[src/design/bcsp_pkg.sv]
// ----------------------------------------------------------------------------
// bcsp_pkg: shared types, codes and helpers for the command string parser
// Holds the character codes, the action codes, the token state record and
// the per-character token arithmetic.
// ----------------------------------------------------------------------------
package bcsp_pkg;

    // Result queue geometry
    localparam int FIFO_DEPTH = 4;
    localparam int FIFO_AW    = $clog2(FIFO_DEPTH);
    localparam int FIFO_CW    = $clog2(FIFO_DEPTH + 1);

    // Bus actions
    typedef enum logic [2:0] {
        ACT_START = 3'd0,
        ACT_STOP  = 3'd1,
        ACT_READ  = 3'd2,
        ACT_WRITE = 3'd3,
        ACT_ERROR = 3'd4
    } t_action;

    // Parser mode, one-hot
    typedef enum logic [2:0] {
        MODE_IDLE  = 3'b001,
        MODE_TOKEN = 3'b010,
        MODE_ERROR = 3'b100
    } t_mode;

    // Radix picked by the second character of a token
    typedef enum logic [1:0] {
        KIND_DEC = 2'd0,
        KIND_HEX = 2'd1,
        KIND_BIN = 2'd2
    } t_kind;

    // Character codes
    localparam logic [7:0] CH_LBRACK = 8'h5B;
    localparam logic [7:0] CH_LBRACE = 8'h7B;
    localparam logic [7:0] CH_RBRACK = 8'h5D;
    localparam logic [7:0] CH_RBRACE = 8'h7D;
    localparam logic [7:0] CH_LOW_R  = 8'h72;
    localparam logic [7:0] CH_UP_R   = 8'h52;
    localparam logic [7:0] CH_SPACE  = 8'h20;
    localparam logic [7:0] CH_COMMA  = 8'h2C;
    localparam logic [7:0] CH_LF     = 8'h0A;
    localparam logic [7:0] CH_CR     = 8'h0D;
    localparam logic [7:0] CH_ZERO   = 8'h30;
    localparam logic [7:0] CH_ONE    = 8'h31;
    localparam logic [7:0] CH_DIG_HI = 8'h3F;
    localparam logic [7:0] CH_LOW_X  = 8'h78;
    localparam logic [7:0] CH_LOW_H  = 8'h68;
    localparam logic [7:0] CH_LOW_B  = 8'h62;
    localparam logic [7:0] CH_CARET  = 8'h5E;
    localparam logic [7:0] CH_AMP    = 8'h26;
    localparam logic [7:0] CH_AT     = 8'h40;
    localparam logic [7:0] CH_UP_G   = 8'h47;
    localparam logic [7:0] HEX_UP_OFS  = 8'h37;
    localparam logic [7:0] HEX_LOW_OFS = 8'h57;

    // Token state
    typedef struct packed {
        logic [1:0] pos;
        t_kind      kind;
        logic [7:0] dec;
        logic [7:0] hex;
        logic [7:0] bin;
    } t_tok;

    localparam t_tok TOK_CLEAR = '{pos: 2'd0, kind: KIND_DEC,
                                   dec: 8'd0, hex: 8'd0, bin: 8'd0};

    // One result item
    typedef struct packed {
        t_action    action;
        logic [7:0] value;
        logic       last;
    } t_result;

    // Results raised by one accepted character
    typedef struct packed {
        logic [1:0] count;
        t_result    r0;
        t_result    r1;
    } t_push;

    // Characters that a token keeps collecting
    function automatic logic is_numeric(input logic [7:0] c);
        return (c inside {[8'h30:8'h3F], [8'h41:8'h46], [8'h61:8'h66],
                          CH_LOW_X, CH_LOW_H, CH_CARET, CH_AMP, CH_LOW_R});
    endfunction

    // Take one character into the token accumulators (all mod 256)
    function automatic t_tok tok_absorb(input t_tok s, input logic [7:0] c);
        t_tok       r;
        logic [7:0] digit;
        r     = s;
        r.dec = (s.dec << 3) + (s.dec << 1) + (c - CH_ZERO);
        if (s.pos == 2'd1) begin
            if (c == CH_LOW_X || c == CH_LOW_H) begin
                r.kind = KIND_HEX;
            end else if (c == CH_LOW_B) begin
                r.kind = KIND_BIN;
            end else begin
                r.kind = KIND_DEC;
            end
        end else if (s.pos[1]) begin
            if (c < CH_AT) begin
                digit = c - CH_ZERO;
            end else if (c < CH_UP_G) begin
                digit = c - HEX_UP_OFS;
            end else begin
                digit = c - HEX_LOW_OFS;
            end
            r.hex = {s.hex[3:0], 4'd0} + digit;
            r.bin = {s.bin[6:0], (c == CH_ONE)};
        end
        if (!s.pos[1]) begin
            r.pos = s.pos + 2'd1;
        end
        return r;
    endfunction

    // Byte value of a token in its radix
    function automatic logic [7:0] tok_value(input t_tok s);
        logic [7:0] v;
        case (s.kind)
            KIND_HEX: v = s.hex;
            KIND_BIN: v = s.bin;
            default:  v = s.dec;
        endcase
        return v;
    endfunction

endpackage

[src/design/bcsp_parse.sv]
// ----------------------------------------------------------------------------
// bcsp_parse: parser state and per-character decode
// Holds the parse mode and token accumulators and raises up to two results
// for each accepted character.
// ----------------------------------------------------------------------------
module bcsp_parse
    import bcsp_pkg::*;
(
    input  logic       i_clk,
    input  logic       i_rst_n,
    input  logic       i_accept,
    input  logic [7:0] i_char,
    input  logic       i_eos,
    output t_push      o_push
);

    t_mode   r_mode, n_mode;
    t_tok    r_tok,  n_tok;
    t_tok    absorbed;
    logic    numeric;
    logic    handle_idle;
    logic    tok_emit,  idle_emit;
    t_result tok_res,   idle_res;
    t_push   push;

    assign numeric  = is_numeric(i_char);
    assign absorbed = tok_absorb(r_tok, i_char);

    // Decode the character against the current mode
    always_comb begin
        n_mode      = r_mode;
        n_tok       = r_tok;
        handle_idle = 1'b1;
        tok_emit    = 1'b0;
        tok_res     = '{action: ACT_WRITE, value: 8'd0, last: 1'b0};
        idle_emit   = 1'b0;
        idle_res    = '{action: ACT_START, value: 8'd0, last: 1'b0};

        case (r_mode)
            MODE_ERROR: begin
                handle_idle = 1'b0;
            end
            MODE_TOKEN: begin
                if (numeric) begin
                    n_tok         = absorbed;
                    handle_idle   = 1'b0;
                    tok_emit      = i_eos;
                    tok_res.value = tok_value(absorbed);
                end else begin
                    tok_emit      = 1'b1;
                    tok_res.value = tok_value(r_tok);
                    n_mode        = MODE_IDLE;
                end
            end
            default: ;
        endcase

        // Handle the character as a fresh one
        if (handle_idle) begin
            case (i_char)
                CH_LBRACK, CH_LBRACE: begin
                    idle_emit = 1'b1;
                    idle_res.action = ACT_START;
                end
                CH_RBRACK, CH_RBRACE: begin
                    idle_emit = 1'b1;
                    idle_res.action = ACT_STOP;
                end
                CH_LOW_R, CH_UP_R: begin
                    idle_emit = 1'b1;
                    idle_res.action = ACT_READ;
                end
                CH_SPACE, CH_COMMA, CH_LF, CH_CR: ;
                default: begin
                    if (i_char inside {[CH_ZERO:CH_DIG_HI]}) begin
                        n_tok  = tok_absorb(TOK_CLEAR, i_char);
                        n_mode = MODE_TOKEN;
                        if (i_eos) begin
                            idle_emit       = 1'b1;
                            idle_res.action = ACT_WRITE;
                            idle_res.value  = tok_value(tok_absorb(TOK_CLEAR, i_char));
                        end
                    end else begin
                        idle_emit       = 1'b1;
                        idle_res.action = ACT_ERROR;
                        n_mode          = MODE_ERROR;
                    end
                end
            endcase
        end

        if (i_eos) begin
            n_mode = MODE_IDLE;
        end
    end

    // Order the results, close token write first
    always_comb begin
        push = '0;
        if (tok_emit && idle_emit) begin
            push.count   = 2'd2;
            push.r0      = tok_res;
            push.r1      = idle_res;
            push.r1.last = 1'b1;
        end else if (tok_emit) begin
            push.count   = 2'd1;
            push.r0      = tok_res;
            push.r0.last = 1'b1;
        end else if (idle_emit) begin
            push.count   = 2'd1;
            push.r0      = idle_res;
            push.r0.last = 1'b1;
        end
        if (!i_accept) begin
            push.count = 2'd0;
        end
    end

    assign o_push = push;

    // Advance state on each accepted transaction
    always_ff @(posedge i_clk) begin
        if (!i_rst_n) begin
            r_mode <= MODE_IDLE;
            r_tok  <= TOK_CLEAR;
        end else if (i_accept) begin
            r_mode <= n_mode;
            r_tok  <= n_tok;
        end
    end

endmodule

[src/design/bcsp_result_fifo.sv]
// ----------------------------------------------------------------------------
// bcsp_result_fifo: result queue
// Small register queue that takes up to two results per cycle and hands
// out one per output transaction.
// ----------------------------------------------------------------------------
module bcsp_result_fifo
    import bcsp_pkg::*;
(
    input  logic    i_clk,
    input  logic    i_rst_n,
    input  t_push   i_push,
    input  logic    i_ready,
    output logic    o_valid,
    output t_result o_res,
    output logic    o_room_two
);

    t_result              r_mem [FIFO_DEPTH];
    logic [FIFO_AW-1:0]   r_wr, n_wr;
    logic [FIFO_AW-1:0]   r_rd, n_rd;
    logic [FIFO_CW-1:0]   r_count, n_count;
    logic [FIFO_AW-1:0]   wr_next;
    logic                 pop;

    assign o_valid    = (r_count != '0);
    assign o_res      = r_mem[r_rd];
    assign o_room_two = (r_count <= FIFO_CW'(FIFO_DEPTH - 2));
    assign pop        = o_valid && i_ready;
    assign wr_next    = r_wr + FIFO_AW'(1);

    // Pointer and fill bookkeeping
    always_comb begin
        n_wr    = r_wr + FIFO_AW'(i_push.count);
        n_rd    = r_rd + FIFO_AW'(pop);
        n_count = r_count + FIFO_CW'(i_push.count) - FIFO_CW'(pop);
    end

    always_ff @(posedge i_clk) begin
        if (!i_rst_n) begin
            r_wr    <= '0;
            r_rd    <= '0;
            r_count <= '0;
        end else begin
            r_wr    <= n_wr;
            r_rd    <= n_rd;
            r_count <= n_count;
        end
    end

    // Store the new results
    always_ff @(posedge i_clk) begin
        if (i_push.count != 2'd0) begin
            r_mem[r_wr] <= i_push.r0;
        end
        if (i_push.count == 2'd2) begin
            r_mem[wr_next] <= i_push.r1;
        end
    end

endmodule

[src/design/bus_command_string_parser.sv]
// ----------------------------------------------------------------------------
// bus_command_string_parser: ASCII command string to bus actions
// A result is written into the result queue when its character is accepted.
// Throughput: one character per cycle; a character raising two results needs
// two output transactions, and input stalls while the four-entry queue has
// room for fewer than two results. Reset (synchronous, active low) returns
// the parser to idle and empties the queue.
// ----------------------------------------------------------------------------
module bus_command_string_parser
    import bcsp_pkg::*;
(
    input  logic        i_clk,
    input  logic        i_rst_n,
    input  logic        s_axis_tvalid,
    output logic        s_axis_tready,
    input  logic [7:0]  s_axis_tdata,   // [7:0] character
    input  logic        s_axis_tlast,   // end_of_string
    output logic        m_axis_tvalid,
    input  logic        m_axis_tready,
    output logic [7:0]  m_axis_tdata,   // [7:0] write_value
    output logic [2:0]  m_axis_tuser,   // [2:0] action
    output logic        m_axis_tlast    // end_of_run
);

    logic    accept;
    logic    room_two;
    t_push   push;
    t_result res;

    assign s_axis_tready = room_two;
    assign accept        = s_axis_tvalid && room_two;

    // Decode characters
    bcsp_parse u_parse (
        .i_clk    (i_clk),
        .i_rst_n  (i_rst_n),
        .i_accept (accept),
        .i_char   (s_axis_tdata),
        .i_eos    (s_axis_tlast),
        .o_push   (push)
    );

    // Queue results
    bcsp_result_fifo u_fifo (
        .i_clk      (i_clk),
        .i_rst_n    (i_rst_n),
        .i_push     (push),
        .i_ready    (m_axis_tready),
        .o_valid    (m_axis_tvalid),
        .o_res      (res),
        .o_room_two (room_two)
    );

    assign m_axis_tdata = res.value;
    assign m_axis_tuser = res.action;
    assign m_axis_tlast = res.last;

endmodule

[config.mk]
export PLATFORM = sky130hd
export DESIGN_NAME = bus_command_string_parser
export DESIGN_NICKNAME = d
export VERILOG_FILES = /design/src/design/bcsp_pkg.sv /design/src/design/bcsp_parse.sv /design/src/design/bcsp_result_fifo.sv /design/src/design/bus_command_string_parser.sv
export SDC_FILE = /design/constraint.sdc
export NUM_CORES = 1
export LEC_CHECK = 0
export ABC_CLOCK_PERIOD_IN_PS = 11000
export BUFFER_PORTS_ARGS = -buffer_cell sky130_fd_sc_hd__buf_2
export CAP_MARGIN = 20
export CORE_MARGIN = 2
export CORE_UTILIZATION = 55
export DETAILED_ROUTE_END_ITERATION = 10
export PLACE_DENSITY = 0.78
export SETUP_SLACK_MARGIN = 0.1
export SYNTH_ARGS = -nofsm -noshare
export SYNTH_HDL_FRONTEND = slang
export SYNTH_SLANG_ARGS = --single-unit
[constraint.sdc]
create_clock -name i_clk -period 11 [get_ports i_clk]
set_input_delay 1.65 -clock i_clk [delete_from_list [all_inputs] [get_ports i_clk]]
set_output_delay 1.65 -clock i_clk [all_outputs]
set_load 0.005 [all_outputs]
==> flow_summary_export.csv <==
group,metric,value,unit
synth,ys_warn_count,0,
setup_path,worstPathArrival,6640,ps
clocking,cts.sinks,86,
setup_path,max_stage_delay,660,ps
timing,skew,8.77,ps
global_route,met3_usage,5.08,%
placed_design,place_congestion,0.977,
setup_path,crit_type,"primary input to flip-flop",
global_route,grt_use_met1,35.1,%
placed_design,place_hpwl,11700,um
synth,synthXorXnorAreaFrac,3.50,%
synth,yosysMostFrequentCell,"nand2_1",
timing,drv_slew,0,
synth,synthMuxAreaShare,7.46,%
synth,synth-simple-area-share,16.4,%
flow_run,maxCapViolCount,0,
setup_path,cp.required,11200,ps
cells_and_area,nets,672,
synth,ys_seq_area_share,36.5,%
synth,synth_compound_area_share,22.0,%
synth,synth_area_per_cell,9.80,sq um
routing,vias,5124,
outcome,status,"finished, final reports clean",
synth,syn_nets,669,
timing,worst_pin_slew,1040,ps
synth,netlist.area_leader.share,23.9,%
die,die_h,109,um
synth,synth_top_family_by_area,"compound AO/OA/AOI/OAI gates",
synth,yosys.area.top_type,"edfxtp_1",
cells_and_area,antenna_cells,0,
global_route,track_usage,28.1,%
cells_and_area,syn2layout_area_growth,6.61,%
global_route,grt_max_degree,26,
synth,synth_edf_count,48,
die,initial_core_util,56.0,%
synth,yosys_register_bits,86,
timing,relSlewSlack,30.1,%
die,top_level_ports,27,
clocking,cts_root_buf,"clkbuf_8",
global_route,grt_pass1_vias,4968,
synth,synthTopCellsByArea,"edfxtp_1 24%, dfxtp_1 13%, ha_1 6.8%, a22o_1 4.8%, mux4_2 4.5%",
timing,finalCriticalPeriod,6440,ps
routing,wl_per_cell,20.8,um
clocking,clock_latency,370,ps
power_and_ir_drop,power,0.870,mW
power_and_ir_drop,vdd_drop_max,99.0,uV
routing,drc,0,
cells_and_area,fillers,927,
global_route,met2_usage,49.0,%
clocking,cts-resized-gates,0,
setup_path,reg2reg_slack,7260,ps
global_route,antenna_found_initial,0,
cells_and_area,layout-drive-gt1-share,15.2,%
clocking,cts_tree,"done",
power_and_ir_drop,cellPowerDensity,135,nW/um^2
routing,drtPass1Iterations,5,
routing,ant_nets,0,
clocking,clk_pin_slew_worst_paths,90,ps
clocking,numCtsBuffers,9,
clocking,htreeDepth,3,
routing,wirelength,15900,um
timing,max_freq,155,MHz
die,fp.dieW,109,um
die,rows,38,
placed_design,port_buffers,26,
timing,finalSetupViolations,0,
global_route,overflow,0,
timing,tns,0,ps
setup_path,path_cells,"buf_2 > inv_1 > ha_1 > or4b_4 > a311oi_2 > a211oi_2 > nor3_4 > nor2_1 > nor4_1 > ha_1 > nand2_1 > or4_1 > nor4b_2 > o21bai_1 > o21ai_0",
min_path,hold_class,"flip-flop to flip-flop",
setup_path,worstPathMaxFanout,17,
global_route,busiest_layer,"met2",
synth,syn_area,6040,sq um
synth,synth_fa_ha_area_share,9.16,%
setup_path,endpoint_kind,"flip-flop",
timing,fin_crit_sh,58.5,%
die,dieArea,11800,sq um
power_and_ir_drop,leakage,2.45,nW
cells_and_area,fin_util,59.7,%
clocking,ctsHoldBuffers,0,
synth,async_flop_share,0,%
timing,hold-worst-slack,490,ps
setup_path,start_kind,"primary input",
routing,routed_via_density,6.71,
clocking,clockBufferDepth,2,
setup_path,slowest_stage,"nor4b_2",
synth,synthCells,616,
synth,synth.distinct_cells,77,
die,core_area,10800,sq um
global_route,grt_first_pass_wirelength,25700,um
setup_path,crit_path_frequent_cell,"ha_1",
routing,drt_iter0_drc,533,
synth,synth_common_cells,"50 x nand2_1, 48 x edfxtp_1, 42 x a21oi_1, 39 x nor2_1",
timing,rsz0062_at_grt,"no",
clocking,postCtsSetupRepairBufs,0,
synth,ys.flop_type,"edfxtp_1",
timing,final_hold_viol_count,0,
-- worst max-delay path, delay by kind of cell --
kind | cells | cell delay (ps)
buffers and inverters | 2 | 380
AOI/OAI and AO/OA | 4 | 700
and+or+nand+nor | 7 | 3110
adders and majority gates | 2 | 770
-- cell usage in the layout (no fill, tap or decap), types with 6 or more instances in the layout --
| master | Yosys | routed |
|---|---|---|
| o21ai_0 | 22 | 22 |
| nand2b_1 | 11 | 11 |
| a21oi_1 | 42 | 42 |
| mux2i_1 | 9 | 9 |
| inv_1 | 38 | 38 |
| a22o_1 | 33 | 33 |
| mux4_2 | 12 | 12 |
| fa_1 | 7 | 7 |
| buf_4 | 1 | 6 |
| buf_2 | 7 | 26 |
| nor2_1 | 39 | 39 |
| dfxtp_1 | 38 | 38 |
| ha_1 | 33 | 33 |
| o2bb2ai_1 | 8 | 8 |
| a211oi_1 | 7 | 7 |
| and3_1 | 6 | 6 |
| nand2_1 | 50 | 50 |
| xnor2_1 | 10 | 10 |
| nor3_1 | 10 | 10 |
| edfxtp_1 | 48 | 48 |
| a22oi_1 | 7 | 7 |
| nand3_1 | 10 | 10 |
| mux2_2 | 8 | 8 |
| and2_1 | 12 | 12 |
| clkbuf_8 | 0 | 9 |
| nor2b_1 | 6 | 6 |
| a221oi_1 | 7 | 7 |
| xor2_1 | 9 | 9 |
-- where the power goes --
part / leakage [nW] / switching [mW] / total [mW] / internal (mW)
combinational: 1.60 / 0.118 / 0.230 / 0.111
clock: 0.108 / 0.129 / 0.239 / 0.111
sequential: 0.743 / 0.0293 / 0.402 / 0.372
-- final cells by class --
| class | instances | area [sq um] | area share (%) |
|---|---|---|---|
| clock buffer | 9 | 124 | 1.92 |
| clock inverter | 7 | 90.1 | 1.40 |
| inverter | 38 | 143 | 2.22 |
| multi-input combinational | 452 | 3530 | 54.8 |
| sequential | 86 | 2200 | 34.2 |
| tap | 140 | 175 | 2.72 |
| timing repair buffer | 32 | 175 | 2.72 |
-- sequential cells by signal, summed over array words and instances, names as in the netlist --
name            cells
u_fifo.r_mem       48
u_parse.r_tok      28
u_fifo.r_count      3
u_parse.r_mode      3
u_fifo.r_rd         2
u_fifo.r_wr         2
-- through the flow --
stage / setup WS [ps] / instance area [sq um] / cells
5_1_grt: 4190 / 6440 / 764
3_5_place_dp: 4340 / 6220 / 747
2_1_floorplan: 5010 / 6040 / 616
6_report: 4560 / 6440 / 764
3_3_place_gp: 4620 / 6220 / 747
4_1_cts: 4690 / 6430 / 763
-- final timing paths --
path / start / to / cells after the start
setup / recovery: s_axis_tdata[1] / u_fifo.r_mem[1][8] / 15
hold reg to reg: u_parse.r_mode[0] / u_parse.r_mode[0] / 2
setup reg to reg: u_parse.r_mode[2] / u_fifo.r_mem[1][8] / 9
hold / removal: u_parse.r_mode[0] / u_parse.r_mode[0] / 2
-- cells by family after synthesis --
logic type               after synthesis
AO/OA/AOI/OAI                        179
XOR/XNOR                              21
adder cells (fa/ha/maj)               40
buffers and inverters                 78
flip-flops                            86
multiplexers                          29
AND/OR/NAND/NOR                      183
-- layer usage --
layer  vias to the layer above  wire [um]  part of all wire [%]
met5                         -          0                     0
li1                       2317          -                     -
met4                         0        355                   2.2
met3                        39        956                   6.0
met1                      2535       6470                    41
met2                       233       8130                    51
Note: power is estimated with default switching activity, not from simulation.
